===== config.mk =====
export PLATFORM = sky130hd
export DESIGN_NAME = interleaving_string_check
export DESIGN_NICKNAME = d
export VERILOG_FILES = /design/src/design/isc_pkg.sv /design/src/design/interleaving_string_check.sv /design/src/design/isc_ram.sv
export SDC_FILE = /design/constraint.sdc
export NUM_CORES = 2
export LEC_CHECK = 0
export BUFFER_PORTS_ARGS = -buffer_cell sky130_fd_sc_hd__buf_2
export CELL_PAD_IN_SITES_DETAIL_PLACEMENT = 0
export CELL_PAD_IN_SITES_GLOBAL_PLACEMENT = 1
export CORE_ASPECT_RATIO = 2
export CORE_MARGIN = 5
export CORE_UTILIZATION = 50
export CTS_BUF_LIST = sky130_fd_sc_hd__clkbuf_4 sky130_fd_sc_hd__clkbuf_8
export DETAILED_ROUTE_END_ITERATION = 8
export PLACE_DENSITY = 0.72
export SKIP_LAST_GASP = 1
export SLEW_MARGIN = 20
export SYNTH_ARGS = -nofsm -noshare
export SYNTH_HDL_FRONTEND = slang
export SYNTH_SLANG_ARGS = --single-unit
export TNS_END_PERCENT = 1

===== constraint.sdc =====
create_clock -name aclk -period 5.6 [get_ports aclk]
set_clock_uncertainty 0.1 [all_clocks]
set_input_delay 1.68 -clock aclk [delete_from_list [all_inputs] [get_ports aclk]]
set_output_delay 1.68 -clock aclk [all_outputs]
set_load 0.01 [all_outputs]

===== src/design/isc_pkg.sv =====
// Package for the interleaving string check: sizes, payload structs, codes.
// No dependencies.
package isc_pkg;

    localparam int MAX_LEN    = 64;
    localparam int TARGET_CAP = 2 * MAX_LEN;
    localparam int FIRST_AW   = (MAX_LEN > 1) ? $clog2(MAX_LEN) : 1;
    localparam int TARGET_AW  = $clog2(TARGET_CAP);
    localparam int LEN_W      = $clog2(MAX_LEN + 1);
    localparam int TLEN_W     = $clog2(TARGET_CAP + 1);
    localparam int ROW_DEPTH  = MAX_LEN + 1;

    typedef enum logic [1:0] {
        ACT_FIRST   = 2'd0,
        ACT_SECOND  = 2'd1,
        ACT_TARGET  = 2'd2,
        ACT_COMPUTE = 2'd3
    } isc_action_t;

    typedef enum logic [1:0] {
        ST_IDLE,
        ST_READ,
        ST_EVAL,
        ST_FINISH
    } isc_state_t;

    typedef struct packed {
        isc_action_t action;
        logic [7:0]  symbol;
    } isc_in_t;

    typedef struct packed {
        logic interleaved;
        logic overflowed;
    } isc_out_t;

endpackage


===== src/design/interleaving_string_check.sv =====
// Interleaving string check. Loads are taken one per cycle, back to back, when idle.
// Compute: on overflow or length mismatch, straight to ST_FINISH, which registers
// the result once the output is free; otherwise each table cell is a read state and
// an evaluate state through the reach-row memory. No input taken while computing.
// Reset (aresetn, synchronous) clears lengths, overflow flag, FSM and output
// valid; the string stores and the reach row are not cleared.
module interleaving_string_check
    import isc_pkg::*;
(
    input  logic    aclk,
    input  logic    aresetn,
    input  logic    s_valid,
    output logic    s_ready,
    input  isc_in_t s_data,
    output logic    m_valid,
    input  logic    m_ready,
    output isc_out_t m_data
);

    // ------------------------------------------------------------------
    // Control and length state
    // ------------------------------------------------------------------
    isc_state_t         state_reg, state_next;
    logic [LEN_W-1:0]   first_len_reg, first_len_next;
    logic [LEN_W-1:0]   second_len_reg, second_len_next;
    logic [TLEN_W-1:0]  tgt_len_reg, tgt_len_next;
    logic               ovf_reg, ovf_next;
    logic [LEN_W-1:0]   i_reg, i_next;      // table row, 0..n
    logic [LEN_W-1:0]   j_reg, j_next;      // table column, 0..m
    logic               left_reg, left_next; // cell just computed in this row
    logic               result_reg, result_next;
    logic               out_valid_reg, out_valid_next;
    isc_out_t           out_data_reg, out_data_next;

    logic               accept;
    logic               is_compute;
    logic               len_mismatch;
    logic               last_cell;
    logic               out_free;

    // store and row memory ports
    logic               first_we, second_we, tgt_we, row_we;
    logic [7:0]         first_rd, second_rd, tgt_rd;
    logic               row_rd;
    logic               cell_bit;
    logic               from_up, from_left;
    logic [LEN_W-1:0]   i_m1, j_m1;
    logic [TLEN_W-1:0]  t_index;

    assign accept     = s_valid && s_ready;
    assign is_compute = (s_data.action == ACT_COMPUTE);
    assign out_free   = !out_valid_reg || m_ready;

    // lengths must add up; the sum never exceeds the target counter's range
    assign len_mismatch = (TLEN_W'(first_len_reg) + TLEN_W'(second_len_reg)) != tgt_len_reg;

    assign last_cell = (i_reg == first_len_reg) && (j_reg == second_len_reg);

    // ------------------------------------------------------------------
    // Read addresses for cell (i, j). The stores are read at i-1, j-1 and
    // i+j-1; reads that fall outside the written range are masked below.
    // ------------------------------------------------------------------
    assign i_m1    = i_reg - LEN_W'(1);
    assign j_m1    = j_reg - LEN_W'(1);
    assign t_index = TLEN_W'(i_reg) + TLEN_W'(j_reg) - TLEN_W'(1);

    isc_ram #(.WIDTH(8), .DEPTH(MAX_LEN)) u_first_ram (
        .aclk    (aclk),
        .wr_en   (first_we),
        .wr_addr (first_len_reg[FIRST_AW-1:0]),
        .wr_data (s_data.symbol),
        .rd_addr (i_m1[FIRST_AW-1:0]),
        .rd_data (first_rd)
    );

    isc_ram #(.WIDTH(8), .DEPTH(MAX_LEN)) u_second_ram (
        .aclk    (aclk),
        .wr_en   (second_we),
        .wr_addr (second_len_reg[FIRST_AW-1:0]),
        .wr_data (s_data.symbol),
        .rd_addr (j_m1[FIRST_AW-1:0]),
        .rd_data (second_rd)
    );

    isc_ram #(.WIDTH(8), .DEPTH(TARGET_CAP)) u_target_ram (
        .aclk    (aclk),
        .wr_en   (tgt_we),
        .wr_addr (tgt_len_reg[TARGET_AW-1:0]),
        .wr_data (s_data.symbol),
        .rd_addr (t_index[TARGET_AW-1:0]),
        .rd_data (tgt_rd)
    );

    // Reach row: read in ST_READ, written in ST_EVAL. The two phases never
    // overlap, so a cell never sees a stale "up" value.
    isc_ram #(.WIDTH(1), .DEPTH(ROW_DEPTH)) u_row_ram (
        .aclk    (aclk),
        .wr_en   (row_we),
        .wr_addr (j_reg),
        .wr_data (cell_bit),
        .rd_addr (j_reg),
        .rd_data (row_rd)
    );

    // ------------------------------------------------------------------
    // Cell evaluation (valid in ST_EVAL, data read during ST_READ).
    // Top row has no "up", left column has no "left", origin is true.
    // ------------------------------------------------------------------
    assign from_up   = (i_reg != '0) && row_rd && (first_rd == tgt_rd);
    assign from_left = (j_reg != '0) && left_reg && (second_rd == tgt_rd);
    assign cell_bit  = ((i_reg == '0) && (j_reg == '0)) || from_up || from_left;

    // ------------------------------------------------------------------
    // Next state
    // ------------------------------------------------------------------
    always_comb begin
        state_next = state_reg;
        case (state_reg)
            ST_IDLE: begin
                if (s_valid && is_compute) begin
                    if (ovf_reg || len_mismatch) begin
                        state_next = ST_FINISH;
                    end else begin
                        state_next = ST_READ;
                    end
                end
            end
            ST_READ: begin
                state_next = ST_EVAL;
            end
            ST_EVAL: begin
                if (last_cell) begin
                    state_next = ST_FINISH;
                end else begin
                    state_next = ST_READ;
                end
            end
            ST_FINISH: begin
                if (out_free) begin
                    state_next = ST_IDLE;
                end
            end
            default: begin
                state_next = ST_IDLE;
            end
        endcase
    end

    // ------------------------------------------------------------------
    // Outputs and datapath updates
    // ------------------------------------------------------------------
    always_comb begin
        s_ready         = 1'b0;
        first_we        = 1'b0;
        second_we       = 1'b0;
        tgt_we          = 1'b0;
        row_we          = 1'b0;
        first_len_next  = first_len_reg;
        second_len_next = second_len_reg;
        tgt_len_next    = tgt_len_reg;
        ovf_next        = ovf_reg;
        i_next          = i_reg;
        j_next          = j_reg;
        left_next       = left_reg;
        result_next     = result_reg;
        out_valid_next  = out_valid_reg && !m_ready;
        out_data_next   = out_data_reg;

        case (state_reg)
            ST_IDLE: begin
                s_ready = 1'b1;
                if (accept) begin
                    case (s_data.action)
                        ACT_FIRST: begin
                            if (first_len_reg == LEN_W'(MAX_LEN)) begin
                                ovf_next = 1'b1;
                            end else begin
                                first_we       = 1'b1;
                                first_len_next = first_len_reg + LEN_W'(1);
                            end
                        end
                        ACT_SECOND: begin
                            if (second_len_reg == LEN_W'(MAX_LEN)) begin
                                ovf_next = 1'b1;
                            end else begin
                                second_we       = 1'b1;
                                second_len_next = second_len_reg + LEN_W'(1);
                            end
                        end
                        ACT_TARGET: begin
                            if (tgt_len_reg == TLEN_W'(TARGET_CAP)) begin
                                ovf_next = 1'b1;
                            end else begin
                                tgt_we       = 1'b1;
                                tgt_len_next = tgt_len_reg + TLEN_W'(1);
                            end
                        end
                        ACT_COMPUTE: begin
                            // false unless the table walk says otherwise
                            result_next = 1'b0;
                            i_next      = '0;
                            j_next      = '0;
                        end
                        default: begin
                            result_next = 1'b0;
                        end
                    endcase
                end
            end
            ST_READ: begin
                // addresses already on the RAM ports; data lands next cycle
            end
            ST_EVAL: begin
                row_we    = 1'b1;
                left_next = cell_bit;
                if (last_cell) begin
                    result_next = cell_bit;
                end else if (j_reg == second_len_reg) begin
                    j_next = '0;
                    i_next = i_reg + LEN_W'(1);
                end else begin
                    j_next = j_reg + LEN_W'(1);
                end
            end
            ST_FINISH: begin
                if (out_free) begin
                    out_valid_next            = 1'b1;
                    out_data_next.interleaved = result_reg && !ovf_reg;
                    out_data_next.overflowed  = ovf_reg;
                    first_len_next            = '0;
                    second_len_next           = '0;
                    tgt_len_next              = '0;
                    ovf_next                  = 1'b0;
                end
            end
            default: begin
            end
        endcase
    end

    // ------------------------------------------------------------------
    // Registers
    // ------------------------------------------------------------------
    always_ff @(posedge aclk) begin
        if (!aresetn) begin
            state_reg      <= ST_IDLE;
            first_len_reg  <= '0;
            second_len_reg <= '0;
            tgt_len_reg    <= '0;
            ovf_reg        <= 1'b0;
            out_valid_reg  <= 1'b0;
        end else begin
            state_reg      <= state_next;
            first_len_reg  <= first_len_next;
            second_len_reg <= second_len_next;
            tgt_len_reg    <= tgt_len_next;
            ovf_reg        <= ovf_next;
            out_valid_reg  <= out_valid_next;
        end
    end

    // payload and walk registers, no reset needed
    always_ff @(posedge aclk) begin
        i_reg        <= i_next;
        j_reg        <= j_next;
        left_reg     <= left_next;
        result_reg   <= result_next;
        out_data_reg <= out_data_next;
    end

    assign m_valid = out_valid_reg;
    assign m_data  = out_data_reg;

endmodule


===== src/design/isc_ram.sv =====
// Generic simple dual-port RAM: one write port, one registered read port.
// No dependencies.
module isc_ram #(
    parameter int WIDTH = 8,
    parameter int DEPTH = 64
) (
    input  logic                                       aclk,
    input  logic                                       wr_en,
    input  logic [((DEPTH > 1) ? $clog2(DEPTH) : 1)-1:0] wr_addr,
    input  logic [WIDTH-1:0]                           wr_data,
    input  logic [((DEPTH > 1) ? $clog2(DEPTH) : 1)-1:0] rd_addr,
    output logic [WIDTH-1:0]                           rd_data
);

    logic [WIDTH-1:0] mem [DEPTH];

    // read-before-write on a same-address collision
    always_ff @(posedge aclk) begin
        if (wr_en) begin
            mem[wr_addr] <= wr_data;
        end
        rd_data <= mem[rd_addr];
    end

endmodule


==> results.yml <==
status:
  outcome: "completed"
clock_network:
  path_clk_slew_ns: 0.08
  cts-resized-gates: 0
  cts_setup_buffers: 0
  insertion_delay_ns: 0.89
  ctsHoldBuffers: 0
  clk_path_buf_depth: 4
  cts_buffers: 293
  clkSinkCount: 2182
  htreeDepth: 5
  cts_root_buf: "clkbuf_8"
  tritoncts: "built"
setup_path:
  r2r_slack_ns: 0.63
  start_kind: "flop"
  critPathCaptureType: "flop"
  worstPathArrival_ns: 5.60
  critPathKind: "reg2reg"
  r2r_cells: 14
  crit_required_ns: 6.23
  startpoint: "j_reg[0]"
  r2r-end: "u_target_ram.rd_data[2]"
  r2r_start: "j_reg[0]"
  cp_max_fo: 30
floorplanning:
  design.portCount: 18
  start_util: 0.502
  rows: 215
  die_height_um: 596
  dieWidth_um: 303
  core_area_um2: 171000
  dieArea_um2: 181000
placement:
  placed_cells: 6325
  dp_hpwl_um: 145000
  preCtsSetupSlack_ns: 0.670
  placed_area_um2: 89500
  gp_congestion: 0.895
  io_buffers: 17
power_and_ir_drop:
  clkPwrFrac: 0.343
  p_sw_mw: 8.87
  swShare: 0.253
  powerDensity_nw_per_um2: 368
  p_int_mw: 26.2
  combPwrFrac: 0.138
  peakVddDrop_mv: 0.239
  power_leakage_nw: 29.6
  fin_total_pwr_mw: 35.0
  p_seq_frac: 0.519
sta:
  min_period_over_period: 0.887
  tightest_slew_ns: 1.16
  period_minus_slack_ns: 4.97
  holdWs_ns: 0.444
  setup_ws_ns: 0.630
  finalHoldViolations: 0
  grt_setup_unrepaired: "false"
  drv_slew: 0
  fmax_mhz: 201
  finalSetupTns_ns: 0
  relSlewSlack: 0.226
  setup_viol: 0
synth:
  yosys.area.top_type: "edfxtp_1"
  yosysMostFrequentCell: "edfxtp_1"
  synth.distinct_cells: 68
  synth-edff-count: 2131
  netlist_instances: 4085
  synthArstFlopShare: 0
  seq_area_frac_synth: 0.757
  yosys-top-cells-count: "2131 x edfxtp_1, 631 x mux4_2, 387 x nor2_1"
  synth_nets: 4129
  synthesis.yosys.warnings: 0
  syn_area_per_cell_um2: 21.0
  synthTopCellsByArea: "edfxtp_1 75%, mux4_2 17%, nor2_1 1.7%"
  ys_ff_latch: 2182
  syn_area_um2: 85900
  synth_top_area_frac: 0.745
  synth_ff_type: "edfxtp_1"
worst_hold_path:
  min_from: "result_reg"
  hold_depth: 1
  min_to: "m_data[1]"
  hp-class: "reg2reg"
global_routing:
  grt_pass1_vias: 43966
  antenna_found_initial: 2
  grt_max_degree: 129
  grt.overflow.total: 0
  grt_pass1_wl_um: 311000
  grt_util_all_layers: 0.241
drt:
  wire_per_inst_um: 31.6
  remaining_drc_errors: 0
  drt-total-wl_um: 216000
  avgViaCountPerCell: 6.00
  ant_nets: 0
  drtIter0Drc: 3194
  vias: 41038
  firstDrtPassIters: 5
layout:
  area_growth_pct: 10.9
  largestRegisters: "u_target_ram.mem x1024, u_first_ram.mem x512, u_second_ram.mem x512"
  final_cells: 6835
  drive_gt1_frac: 0.279
  fillers: 12920
  finalNetCount: 4386
  largest_reg_flops: 1024
  utilization: 0.557
  top_register: "u_target_ram.mem"
  fin_area_um2: 95200
flow_run:
  cap_violations: 0
[worst max-delay path, stage by stage, from the launching register on]
cell      delay, ns
edfxtp_1       0.39
inv_1          0.32
ha_4           0.18
inv_1          0.06
ha_4           0.17
fa_4           0.58
xor2_4         0.74
buf_12         0.29
buf_4          0.20
mux4_2         0.29
nor2b_1        0.14
a211oi_1       0.22
a311oi_1       0.09
o41ai_1        0.79
o22ai_1        0.21
[kinds of logic (layout without fill, tap and decap cells)]
kind of cell / after synthesis / after routing / share of synthesized area
fa+ha+maj: 30 / 30 / 0.00455
buf+inv: 249 / 720 / 0.0129
xor+xnor: 80 / 80 / 0.00847
mux: 667 / 667 / 0.170
compound gates: 140 / 140 / 0.0108
other cells: 0 / 1 / 0
flops: 2182 / 2182 / 0.757
simple gates: 737 / 737 / 0.0365
[worst max-delay path by stage]
stage	to	cells after the start
after global placement	u_target_ram.rd_data[2]	14
after floorplan	u_target_ram.rd_data[4]	16
after detailed placement	u_target_ram.rd_data[2]	14
after CTS	u_target_ram.rd_data[2]	14
final	u_target_ram.rd_data[2]	14
after global routing	u_target_ram.rd_data[2]	14
[area by class of cell]
class	count	area [µm²]	area share
Clock buffer	368	4660	0.0489
Clock inverter	141	1050	0.0111
Inverter	37	139	0.00146
Timing Repair Buffer	174	1630	0.0172
Tap cell	2278	2850	0.0299
Antenna cell	1	2.50	0.0000263
Multi-Input combinational cell	1654	19900	0.209
Sequential cell	2182	65000	0.683
[power groups by stage]
stage / registers [mW] / logic, mW / clock network, mW
after CTS: 18.2 / 4.89 / 12.2
after floorplan: 18.4 / 2.90 / 0
after detailed placement: 18.5 / 4.89 / 0
final: 18.2 / 4.84 / 12.0
after global placement: 18.5 / 4.86 / 0
after global routing: 18.2 / 5.02 / 13.0
[per-layer routing]
metal / vias to the layer above / global-route usage / wire [µm]
li1: 17338 / - / -
met1: 21878 / 0.252 / 68800
met2: 1360 / 0.460 / 124000
met3: 462 / 0.0289 / 8860
met4: 0 / 0.134 / 14500
met5: - / 0 / 0
[cells in the final DEF (no fill, tap or decap), drive strengths merged, types with 6 or more instances in the layout]
cell type / instances
ha: 28
mux4: 631
xor2: 33
clkinv: 119
nor4: 10
nand3: 65
nand2: 173
or2: 6
nor2b: 15
a211oi: 7
a31oi: 7
buf: 166
and3: 9
o211ai: 6
nand2b: 6
nor3: 20
a21oi: 41
edfxtp: 2131
clkbuf: 376
clkinvlp: 7
nor2: 388
nand4: 26
xnor2: 47
bufinv: 16
dfxtp: 51
mux2i: 32
inv: 36
o21ai: 24
or3: 9
o22ai: 10
Power figures use the tool's default switching activity.
